==> src/sv/sclfu_pkg.sv <==
// Shared types and constants for the sector cache LFU tag engine.
// No dependencies; used by sclfu_cell and sector_cache_lfu_tags_top.
package sclfu_pkg;

  localparam int ENTRIES    = 16;
  localparam int IDX_W      = (ENTRIES > 1) ? $clog2(ENTRIES) : 1;
  localparam int TAG_W      = 32;
  localparam int AGE_W      = 16;
  localparam int CNT_W      = 32;
  localparam int SLOT_W     = 4;
  localparam logic [AGE_W-1:0] INSERT_AGE = AGE_W'(10);
  localparam logic [AGE_W-1:0] AGE_MAX    = '1;

  typedef enum logic [1:0] {
    CMD_LOOKUP = 2'd0,
    CMD_INSERT = 2'd1,
    CMD_INVAL  = 2'd2,
    CMD_CLEAR  = 2'd3
  } cmd_t;

  typedef enum logic [1:0] {
    ST_IDLE,
    ST_WALK,
    ST_APPLY
  } state_t;

  // Search token walking down the cell chain.
  typedef struct packed {
    logic             vld;
    logic             found;
    logic [IDX_W-1:0] idx;
    logic [AGE_W:0]   best_age;  // one bit wider so any stored age beats the seed
    logic [IDX_W-1:0] best_idx;
  } tok_t;

  // Table update broadcast to all cells.
  typedef struct packed {
    logic             en;
    cmd_t             kind;
    logic [IDX_W-1:0] idx;
    logic [TAG_W-1:0] tag;
  } op_t;

endpackage

==> src/sv/sclfu_cell.sv <==
// One table entry (tag, age, valid) plus one stage of the search chain.
// Depends on sclfu_pkg.
module sclfu_cell (
  input  logic                      clk,
  input  logic                      rst,
  input  logic [sclfu_pkg::IDX_W-1:0] my_idx,
  input  logic [sclfu_pkg::TAG_W-1:0] search_tag,
  input  sclfu_pkg::tok_t           tok_in,
  output sclfu_pkg::tok_t           tok_out,
  input  sclfu_pkg::op_t            op
);

  logic [sclfu_pkg::TAG_W-1:0] tag;
  logic [sclfu_pkg::AGE_W-1:0] age;
  logic                        valid;
  sclfu_pkg::tok_t             tok_next;

  always_comb begin
    tok_next = tok_in;
    if (!tok_in.found && valid && (tag == search_tag)) begin
      tok_next.found = 1'b1;
      tok_next.idx   = my_idx;
    end
    if ({1'b0, age} < tok_in.best_age) begin
      tok_next.best_age = {1'b0, age};
      tok_next.best_idx = my_idx;
    end
  end

  always_ff @(posedge clk) begin
    if (rst) begin
      tok_out <= '0;
    end else begin
      tok_out <= tok_next;
    end
  end

  always_ff @(posedge clk) begin
    if (rst) begin
      valid <= 1'b0;
      age   <= '0;
    end else if (op.en) begin
      if (op.kind == sclfu_pkg::CMD_CLEAR) begin
        valid <= 1'b0;
        age   <= '0;
      end else if (op.idx == my_idx) begin
        unique case (op.kind)
          sclfu_pkg::CMD_LOOKUP: begin
            if (age != sclfu_pkg::AGE_MAX) age <= age + 1'b1;
          end
          sclfu_pkg::CMD_INSERT: begin
            valid <= 1'b1;
            age   <= sclfu_pkg::INSERT_AGE;
          end
          sclfu_pkg::CMD_INVAL: begin
            valid <= 1'b0;
            age   <= '0;
          end
          default: begin
          end
        endcase
      end
    end
  end

  // tag only matters while valid
  always_ff @(posedge clk) begin
    if (op.en && (op.kind == sclfu_pkg::CMD_INSERT) && (op.idx == my_idx)) begin
      tag <= op.tag;
    end
  end

endmodule

==> src/sv/sector_cache_lfu_tags_top.sv <==
// Sector cache LFU tag engine: top level, command FSM, counters, output register.
// Takes one command at a time: a new command is accepted only in idle, once the search token,
// stepping one cell per cycle, has left the chain and its result has been applied.
// The output register lets a new command enter while a result waits.
// Reset (rst, synchronous, active high): all entries invalid, ages and counters zero.
// Depends on sclfu_pkg and sclfu_cell.
module sector_cache_lfu_tags_top (
  input  logic        clk,
  input  logic        rst,
  // command word
  input  logic        s_tvalid,
  output logic        s_tready,
  input  logic [31:0] s_tdata,   // [31:0] sector_num
  input  logic [1:0]  s_tuser,   // [1:0] cmd
  // result word
  output logic        m_tvalid,
  input  logic        m_tready,
  output logic [71:0] m_tdata,   // [3:0] slot, [35:4] hit_total, [67:36] miss_total, rest 0
  output logic        m_tuser    // [0] hit
);

  localparam int N = sclfu_pkg::ENTRIES;

  sclfu_pkg::state_t state, state_next;

  // held command
  sclfu_pkg::cmd_t             cmd;
  logic [sclfu_pkg::TAG_W-1:0] sector;
  logic                        inject;

  // token chain: tok[0] feeds cell 0, tok[N] leaves the last cell
  sclfu_pkg::tok_t tok [N+1];
  sclfu_pkg::tok_t tail;
  sclfu_pkg::op_t  op;

  logic [sclfu_pkg::CNT_W-1:0] hit_cnt, miss_cnt;
  logic [sclfu_pkg::CNT_W-1:0] hit_cnt_next, miss_cnt_next;

  logic                         res_hit;
  logic [sclfu_pkg::IDX_W-1:0]  res_idx;
  logic [sclfu_pkg::IDX_W+3:0]  res_idx_wide;
  logic                         accept;
  logic                         load_out;

  assign s_tready = (state == sclfu_pkg::ST_IDLE);
  assign accept   = s_tvalid && s_tready;

  // seed token: nothing found yet, best age above any stored age
  always_comb begin
    tok[0]          = '0;
    tok[0].vld      = inject;
    tok[0].best_age = '1;
  end

  for (genvar i = 0; i < N; i++) begin : g_cell
    sclfu_cell u_cell (
      .clk        (clk),
      .rst        (rst),
      .my_idx     (sclfu_pkg::IDX_W'(i)),
      .search_tag (sector),
      .tok_in     (tok[i]),
      .tok_out    (tok[i+1]),
      .op         (op)
    );
  end

  always_ff @(posedge clk) begin
    if (rst) begin
      state  <= sclfu_pkg::ST_IDLE;
      inject <= 1'b0;
    end else begin
      state  <= state_next;
      inject <= accept;
    end
  end

  always_ff @(posedge clk) begin
    if (accept) begin
      cmd    <= sclfu_pkg::cmd_t'(s_tuser);
      sector <= s_tdata;
    end
    if (tok[N].vld) tail <= tok[N];
  end

  // next state, table update and result fields
  always_comb begin
    state_next    = state;
    load_out      = 1'b0;
    op            = '0;
    op.kind       = cmd;
    op.tag        = sector;
    res_hit       = 1'b0;
    res_idx       = '0;
    hit_cnt_next  = hit_cnt;
    miss_cnt_next = miss_cnt;
    unique case (state)
      sclfu_pkg::ST_IDLE: begin
        if (accept) state_next = sclfu_pkg::ST_WALK;
      end
      sclfu_pkg::ST_WALK: begin
        if (tok[N].vld) state_next = sclfu_pkg::ST_APPLY;
      end
      sclfu_pkg::ST_APPLY: begin
        // wait for a free output register before touching the table
        if (!m_tvalid || m_tready) begin
          load_out   = 1'b1;
          state_next = sclfu_pkg::ST_IDLE;
          unique case (cmd)
            sclfu_pkg::CMD_LOOKUP: begin
              res_hit = tail.found;
              res_idx = tail.found ? tail.idx : '0;
              op.en   = tail.found;
              op.idx  = tail.idx;
              if (tail.found) hit_cnt_next = hit_cnt + 1'b1;
              else            miss_cnt_next = miss_cnt + 1'b1;
            end
            sclfu_pkg::CMD_INSERT: begin
              res_idx = tail.best_idx;
              op.en   = 1'b1;
              op.idx  = tail.best_idx;
            end
            sclfu_pkg::CMD_INVAL: begin
              res_hit = tail.found;
              res_idx = tail.found ? tail.idx : '0;
              op.en   = tail.found;
              op.idx  = tail.idx;
            end
            sclfu_pkg::CMD_CLEAR: begin
              op.en = 1'b1;
            end
            default: begin
            end
          endcase
        end
      end
      default: state_next = sclfu_pkg::ST_IDLE;
    endcase
  end

  // slot is the low four bits of the index
  assign res_idx_wide = {4'b0000, res_idx};

  always_ff @(posedge clk) begin
    if (rst) begin
      hit_cnt  <= '0;
      miss_cnt <= '0;
      m_tvalid <= 1'b0;
    end else begin
      hit_cnt  <= hit_cnt_next;
      miss_cnt <= miss_cnt_next;
      if (load_out)      m_tvalid <= 1'b1;
      else if (m_tready) m_tvalid <= 1'b0;
    end
  end

  always_ff @(posedge clk) begin
    if (load_out) begin
      m_tuser <= res_hit;
      m_tdata <= {4'b0000, miss_cnt_next, hit_cnt_next, res_idx_wide[3:0]};
    end
  end

  // ---------------- assertions ----------------
  logic [N:0] tok_vld_vec;
  always_comb begin
    for (int k = 0; k <= N; k++) tok_vld_vec[k] = tok[k].vld;
  end

  // only one command is ever in flight in the chain
  a_one_token: assert property (@(posedge clk) disable iff (rst)
    $countones(tok_vld_vec) <= 1)
    else $error("more than one search token in the chain");

  // no command is taken while a token is still walking
  a_idle_empty: assert property (@(posedge clk) disable iff (rst)
    s_tready |-> (tok_vld_vec == '0))
    else $error("command accepted with a search in flight");

  // a new result only comes out of the apply step
  a_out_from_apply: assert property (@(posedge clk) disable iff (rst)
    $rose(m_tvalid) |-> $past(state == sclfu_pkg::ST_APPLY))
    else $error("result raised outside the apply step");

  // counters move only when a lookup is applied
  a_cnt_on_lookup: assert property (@(posedge clk) disable iff (rst)
    !(load_out && cmd == sclfu_pkg::CMD_LOOKUP) |=> $stable(hit_cnt) && $stable(miss_cnt))
    else $error("hit or miss counter changed without a lookup");

endmodule

==> config.mk <==
export PLATFORM = sky130hd
export DESIGN_NAME = sector_cache_lfu_tags_top
export DESIGN_NICKNAME = d
export VERILOG_FILES = /design/src/sv/sclfu_pkg.sv /design/src/sv/sclfu_cell.sv /design/src/sv/sector_cache_lfu_tags_top.sv
export SDC_FILE = /design/constraint.sdc
export NUM_CORES = 2
export LEC_CHECK = 0
export ABC_CLOCK_PERIOD_IN_PS = 4200
export BUFFER_PORTS_ARGS = -buffer_cell sky130_fd_sc_hd__buf_4
export CORE_ASPECT_RATIO = 1.4
export CORE_UTILIZATION = 57
export DETAILED_ROUTE_END_ITERATION = 8
export PLACE_DENSITY = 0.82
export SLEW_MARGIN = 25
export SYNTH_ARGS = -nofsm -noshare
export SYNTH_HDL_FRONTEND = slang
export SYNTH_SLANG_ARGS = --single-unit
==> constraint.sdc <==
create_clock -name clk -period 4.2 [get_ports clk]
set_clock_uncertainty 0.2 [all_clocks]
set_input_delay 0.42 -clock clk [delete_from_list [all_inputs] [get_ports clk]]
set_output_delay 0.42 -clock clk [all_outputs]
set_load 0.01 [all_outputs]
# Word-level counts from Yosys, hierarchy flattened
# Index checks and enable logic that the tools add are counted.
# W data, S select, Z words.
[word_totals]
register_bits = 1379
elab_cells = 593
inputBits = 38
output_inout_bits = 75
[classes]
n_reduce_logical = 153
eq_ne = 71
order_cmp = 16
addsub = 18
n_mux = 153
[ops]
columns = ["operator", "count"]
rows = [
  ["$mux W16", 48],
  ["$pmux W16 S3", 16],
  ["$eq A32 B32 Y1", 16],
  ["$mux W20", 14],
  ["$add A16 B1 Y16 const B", 16],
  ["$mux W32", 8],
  ["$ne A16 B16 Y1 const B", 16],
  ["$lt A16 B17 Y1", 15],
  ["$mux W5", 16],
  ["$add A32 B1 Y32 const B", 2],
  ["$reduce_and A4 Y1", 16],
  ["$reduce_or A2 Y1", 30],
  ["$reduce_and A3 Y1", 18],
  ["$logic_and A1 B1 Y1", 49],
  ["$ne A3 B1 Y1 const B", 16],
  ["$mux W1", 38],
  ["$reduce_bool A2 Y1", 17],
  ["$eq A4 B4 Y1 const B", 8],
  ["$mux W21", 1],
  ["$lt A16 B17 Y1 const B", 1],
  ["$eq A4 B3 Y1 const B", 4],
  ["$logic_not A1 Y1", 16],
  ["$mux W4", 4],
  ["$pmux W4 S2", 2],
  ["other kinds (15)", 24],
]

# Depth between registers and ports, before layout
[logic_depth]
word_depth = 8
ltp_mapped = 12
mapped_depth_nobuf = 8

# Cells and area by module
# A second synthesis with hierarchy kept.
[unflattened]
hier_cells = 6359
area_unflattened_um2 = 67521.0
[modules_own_cells]
columns = ["module", "seq_area_each_um2", "cells_per_inst", "area_each_um2", "instances"]
rows = [
  ["sclfu_cell (g_cell[0].u_cell ...)", 1841.8, 363, 3766.1, 15],
  ["sector_cache_lfu_tags_top", 4724.5, 542, 7140.6, 1],
  ["sclfu_cell (g_cell[15].u_cell)", 1841.8, 372, 3888.7, 1],
]

# Worst setup path after synthesis
# Ideal clock, no wire load.
[synth_timing]
path_type = "input port to flip-flop"
startpoint = "input m_tready"
endpoint = "register g_cell[5].u_cell.tag[0] (netlist name), enable pin"
cell_stages = 9
t_required_ns = 3.579
setup_time_ns = 0.421
setup_slack_ns = -0.104
n_path_buf = 2
t_arrival_ns = 3.683
cell_sequence = "nand2b_1 clkbuf_1 nand2_1 inv_2 buf_2 nand2_1 nor2_1 nand2_1 nor2_1"
[synth_between]
elab_chain_len = 5
elab_cells_between_ends = 8
cone_classes = "1 x eq/ne; 4 x mux; 3 x reduce/logical"
[synth_rtl]
columns = ["element", "line_no", "text"]
rows = [
  ["start, declared", "sector_cache_lfu_tags_top.sv:17", "input logic m_tready,"],
  ["$logic_or A1 B1 Y1 *", "sector_cache_lfu_tags_top.sv:105", "if (!m_tvalid || m_tready) begin"],
  ["$mux W4 / $mux W1 (equally long branches)", "sector_cache_lfu_tags_top.sv:105", ""],
  ["$mux W4 / $mux W1 (equally long branches)", "sector_cache_lfu_tags_top.sv:96", "unique case (state)"],
  ["$eq A4 B3 Y1 / $logic_and A1 B1 Y1 (equally long branches)", "sclfu_cell.sv:68", "if (op.en && (op.kind == sclfu_pkg::CMD_INSERT) && (op.idx == my_idx)) begin"],
  ["$logic_and A1 B1 Y1 *", "sclfu_cell.sv:68", ""],
  ["end signal, assigned", "sclfu_cell.sv:69", "tag <= op.tag;"],
  ["end, declared", "sclfu_cell.sv:13", "logic [sclfu_pkg::TAG_W-1:0] tag;"],
]
# Mark *: on every way between the ends. The rest lies on a longest branch, timed or not.
# A chain may end at the register's enable or synchronous reset.

# Worst setup path after layout
[layout_timing]
startpoint = "register cmd[0]"
endpoint = "register g_cell[0].u_cell.tag[7] (netlist name), enable pin"
[layout_between]
elab_chain_len = 7
elab_cells_between_ends = 15
cone_classes = "3 x eq/ne; 6 x mux; 6 x reduce/logical"
[layout_rtl]
columns = ["element", "line_no", "text"]
rows = [
  ["start, declared", "sector_cache_lfu_tags_top.sv:27", "sclfu_pkg::cmd_t cmd;"],
  ["start signal, assigned", "sector_cache_lfu_tags_top.sv:79", "cmd <= sclfu_pkg::cmd_t'(s_tuser);"],
  ["$eq A2 B2 Y1 (tied with other cells)", "sector_cache_lfu_tags_top.sv:108", "unique case (cmd)"],
  ["$reduce_or A2 Y1 (no line)", "-", ""],
  ["$pmux W4 S2 / $pmux W1 S2 (equally long branches)", "sector_cache_lfu_tags_top.sv:108", ""],
  ["$mux W4 / $mux W1 (equally long branches)", "sector_cache_lfu_tags_top.sv:105", ""],
  ["$mux W4 / $mux W1 (equally long branches)", "sector_cache_lfu_tags_top.sv:96", ""],
  ["$logic_not A4 Y1 / $logic_and A1 B1 Y1 (equally long branches)", "sclfu_cell.sv:68", ""],
  ["$logic_and A1 B1 Y1 *", "sclfu_cell.sv:68", ""],
  ["end signal, assigned", "sclfu_cell.sv:69", ""],
  ["end, declared", "sclfu_cell.sv:13", ""],
]
# Marked as above.

==> flow_metrics.env <==
export IMPL_status="finished clean"
export IMPL_p_sw_w=0.005814
export IMPL_hp_start="m_tready"
export IMPL_fillers=7798
export IMPL_insertion_delay_ns=0.76
export IMPL_worstPathArrival_ns=3.81
export IMPL_yosysSeqAreaShare=0.5419
export IMPL_crit_path_start_kind="flop"
export IMPL_nets=6173
export IMPL_die_x_um=278.0
export IMPL_numCtsBuffers=120
export IMPL_period_needed_ns=3.617
export IMPL_drt_iter0_drc=4028
export IMPL_grt_max_degree=152
export IMPL_synth_compound_area_share=0.1070
export IMPL_grt_usage=0.2953
export IMPL_finish_utilization=0.6465
export IMPL_synth_ff_type="dfxtp_1"
export IMPL_h_tree_depth=3
export IMPL_hold_viol=0
export IMPL_wirelength_um=161600
export IMPL_critPathMaxFanout=32
export IMPL_r2r_slack_ns=0.58
export IMPL_seqPwrFrac=0.520
export IMPL_drive_gt1_frac=0.09773
export IMPL_synth_top_family_by_area="simple AND/OR/NAND/NOR gates"
export IMPL_first_global_vias=45060
export IMPL_synth_area_top_cells="edfxtp_1 (31%), dfxtp_1 (23%), xnor2_1 (5.7%)"
export IMPL_cts_root_buf="clkbuf_16"
export IMPL_reg2reg_from="cmd[0]$_DFFE_PP_"
export IMPL_fin_ws_ns=0.5830
export IMPL_dp_hpwl_um=108500
export IMPL_hold_path_class="input pin to flop"
export IMPL_slew_violations=0
export IMPL_via_per_inst=6.217
export IMPL_dpl_worst_slack_ns=0.6838
export IMPL_reg2reg_depth=7
export IMPL_place_gp_congestion=0.9476
export IMPL_pin_count=113
export IMPL_clkSlewWorstSetupHoldPaths_ns=0.07
export IMPL_max_cap_violations=0
export IMPL_p_comb_frac=0.042
export IMPL_synthXorXnorAreaFrac=0.08297
export IMPL_avgSynthCellArea_um2=10.61
export IMPL_clkSinkCount=1334
export IMPL_synthArstFlopShare=0
export IMPL_area_growth_pct=12.35
export IMPL_die_area_um2=108000
export IMPL_end_kind="flop"
export IMPL_drc=0
export IMPL_hold_end="m_tvalid$_SDFFE_PP0P_"
export IMPL_post_place_cells=7087
export IMPL_diodes=0
export IMPL_die_height_um=388.5
export IMPL_yosysTopAreaCellShare=0.3082
export IMPL_antenna_found_initial=6
export IMPL_critPathRequiredTime_ns=4.39
export IMPL_slew_headroom=0.2681
export IMPL_synth_fa_ha_area_frac=0.05083
export IMPL_wl_per_cell_um=21.98
export IMPL_setup_viol=0
export IMPL_yosysMostFrequentCell="dfxtp_1"
export IMPL_cts_tree="yes"
export IMPL_synth_area_um2=60810
export IMPL_rsz0062_at_grt="no"
export IMPL_num_rows=141
export IMPL_synth_warnings=0
export IMPL_dr_pass1_iters=6
export IMPL_synth_area_leader_cell="edfxtp_1"
export IMPL_fin_crit_sh=0.8612
export IMPL_cts_setup_buffers=0
export IMPL_ir_worst_vdd_v=0.0004264
export IMPL_clockBufferDepth=3
export IMPL_power_w=0.02624
export IMPL_synth_edf_count=624
export IMPL_grt_overflow=0
export IMPL_synthSimpleGateAreaFrac=0.1570
export IMPL_path_class="flop to flop"
export IMPL_fin_hold_ws_ns=0.08191
export IMPL_routed_via_count=45720
export IMPL_switching_share=0.2216
export IMPL_finalNonFillerCells=7354
export IMPL_synth_ff_latch_count=1334
export IMPL_muxShareOfSynthArea=0.02142
export IMPL_crit_start="cmd[0]$_DFFE_PP_"
export IMPL_drtAntennaViolNets=0
export IMPL_core_um2=105700
export IMPL_start_util=0.5754
export IMPL_reg2reg_to="g_cell[0].u_cell.tag[7]$_DFFE_PP_"
export IMPL_min_path_cells=3
export IMPL_cts_resized=0
export IMPL_p_int_w=0.02042
export IMPL_fmax_mhz=276.5
export IMPL_grt_pass1_wl_um=249700
export IMPL_io_buffer_count=108
export IMPL_worst_pin_slew_ns=1.098
export IMPL_netlist_top_cells_count="dfxtp_1 (710), edfxtp_1 (624), xnor2_1 (398)"
export IMPL_syn_inst=5733
export IMPL_p_leak_nw=24.21
export IMPL_yosysUniqueCellTypes=93
export IMPL_powerDensity_nw_per_um2=384.1
export IMPL_postCtsHoldBufs=36
export IMPL_pwr_share_clk=0.437
## flip-flops by register name, summed over array words and instances (netlist names), 2 cells and up
| signal | cells |
|---|---|
| g_cell.u_cell.tok_out | 370 |
| hit_cnt | 32 |
| m_tdata | 68 |
| g_cell.u_cell.valid | 16 |
| state | 2 |
| g_cell.u_cell.tag | 512 |
| sector | 32 |
| cmd | 2 |
| miss_cnt | 32 |
| g_cell.u_cell.age | 256 |
| tail | 9 |
## logic make-up (layout without fill, tap and decap cells)
kind of cell,after synthesis,in the layout
buffers and inverters,614,874
AND/OR/NAND/NOR,1801,1801
XOR/XNOR,576,576
adder cells (fa/ha/maj),247,247
flip-flops,1334,1334
AO/OA/AOI/OAI,1032,1032
other,1,4
multiplexers,128,128
## worst max-delay path, stage by stage, from the launching register on
cell and delay (ns):
edfxtp_1 0.51, ha_1 0.53, o21ai_0 0.22, o21ai_0 0.40, nor2_1 0.55, nor2_1 0.17
nor2_2 0.23, buf_4 0.43
## area by class of cell
class	instances	area, um^2	share of cell area
Clock inverter	63	713.2	0.01044
Clock buffer	167	3437	0.05031
Multi-Input combinational cell	3788	25610	0.3748
Timing Repair Buffer	323	2693	0.03941
Tap cell	1358	1699	0.02487
Inverter	321	1214	0.01777
Sequential cell	1334	32950	0.4824
## worst max-delay path by stage
stage / slack [ns] / depth (start not counted) / end
after floorplan: -0.10 / 9 / g_cell[5].u_cell.tag[0]$_DFFE_PP_
after global placement: 0.68 / 7 / g_cell[0].u_cell.tag[1]$_DFFE_PP_
after detailed placement: 0.68 / 7 / g_cell[0].u_cell.tag[29]$_DFFE_PP_
after CTS: 0.65 / 7 / g_cell[0].u_cell.tag[29]$_DFFE_PP_
after global routing: 0.42 / 9 / g_cell[1].u_cell.age[3]$_SDFFE_PP0P_
final: 0.58 / 7 / g_cell[0].u_cell.tag[7]$_DFFE_PP_
## layout by cell type (no fill, tap or decap), types with 142 or more instances in the layout
master	Yosys	layout
o21ai_0	244	241
xnor2_1	398	398
buf_4	4	273
nand3_1	167	167
xor2_1	178	178
a21oi_1	285	285
dfxtp_1	710	710
edfxtp_1	624	624
nand2_1	337	337
or4_1	142	142
inv_1	319	319
nor2_1	395	376
nand4_1	177	177
ha_1	247	245
## per-stage QoR
| stage | TNS [ns] | cell area [um^2] |
|---|---|---|
| floorplan | -39.93 | 60820 |
| global placement | 0 | 63770 |
| detailed placement | 0 | 63780 |
| CTS | 0 | 68290 |
| global route | 0 | 68310 |
| finish | 0 | 68310 |
## layer usage
| metal | vias to the layer above | track usage | routed length (um) |
|---|---|---|---|
| li1 | 21100 | - | - |
| met1 | 21880 | 0.3283 | 57910 |
| met2 | 2113 | 0.5174 | 80300 |
| met3 | 614 | 0.04051 | 11200 |
| met4 | 12 | 0.2132 | 12150 |
| met5 | - | 0 | 74 |
## power groups by stage
stage	clock network, W	logic (W)	registers (W)
2_1_floorplan	0	0.000626	0.0139
3_3_place_gp	0	0.00101	0.0139
4_1_cts	0.0116	0.00108	0.0137
5_1_grt	0.0121	0.00117	0.0136
6_report	0.0115	0.00111	0.0137
3_5_place_dp	0	0.00104	0.0139
No activity file was read; power rests on OpenSTA's default activity.
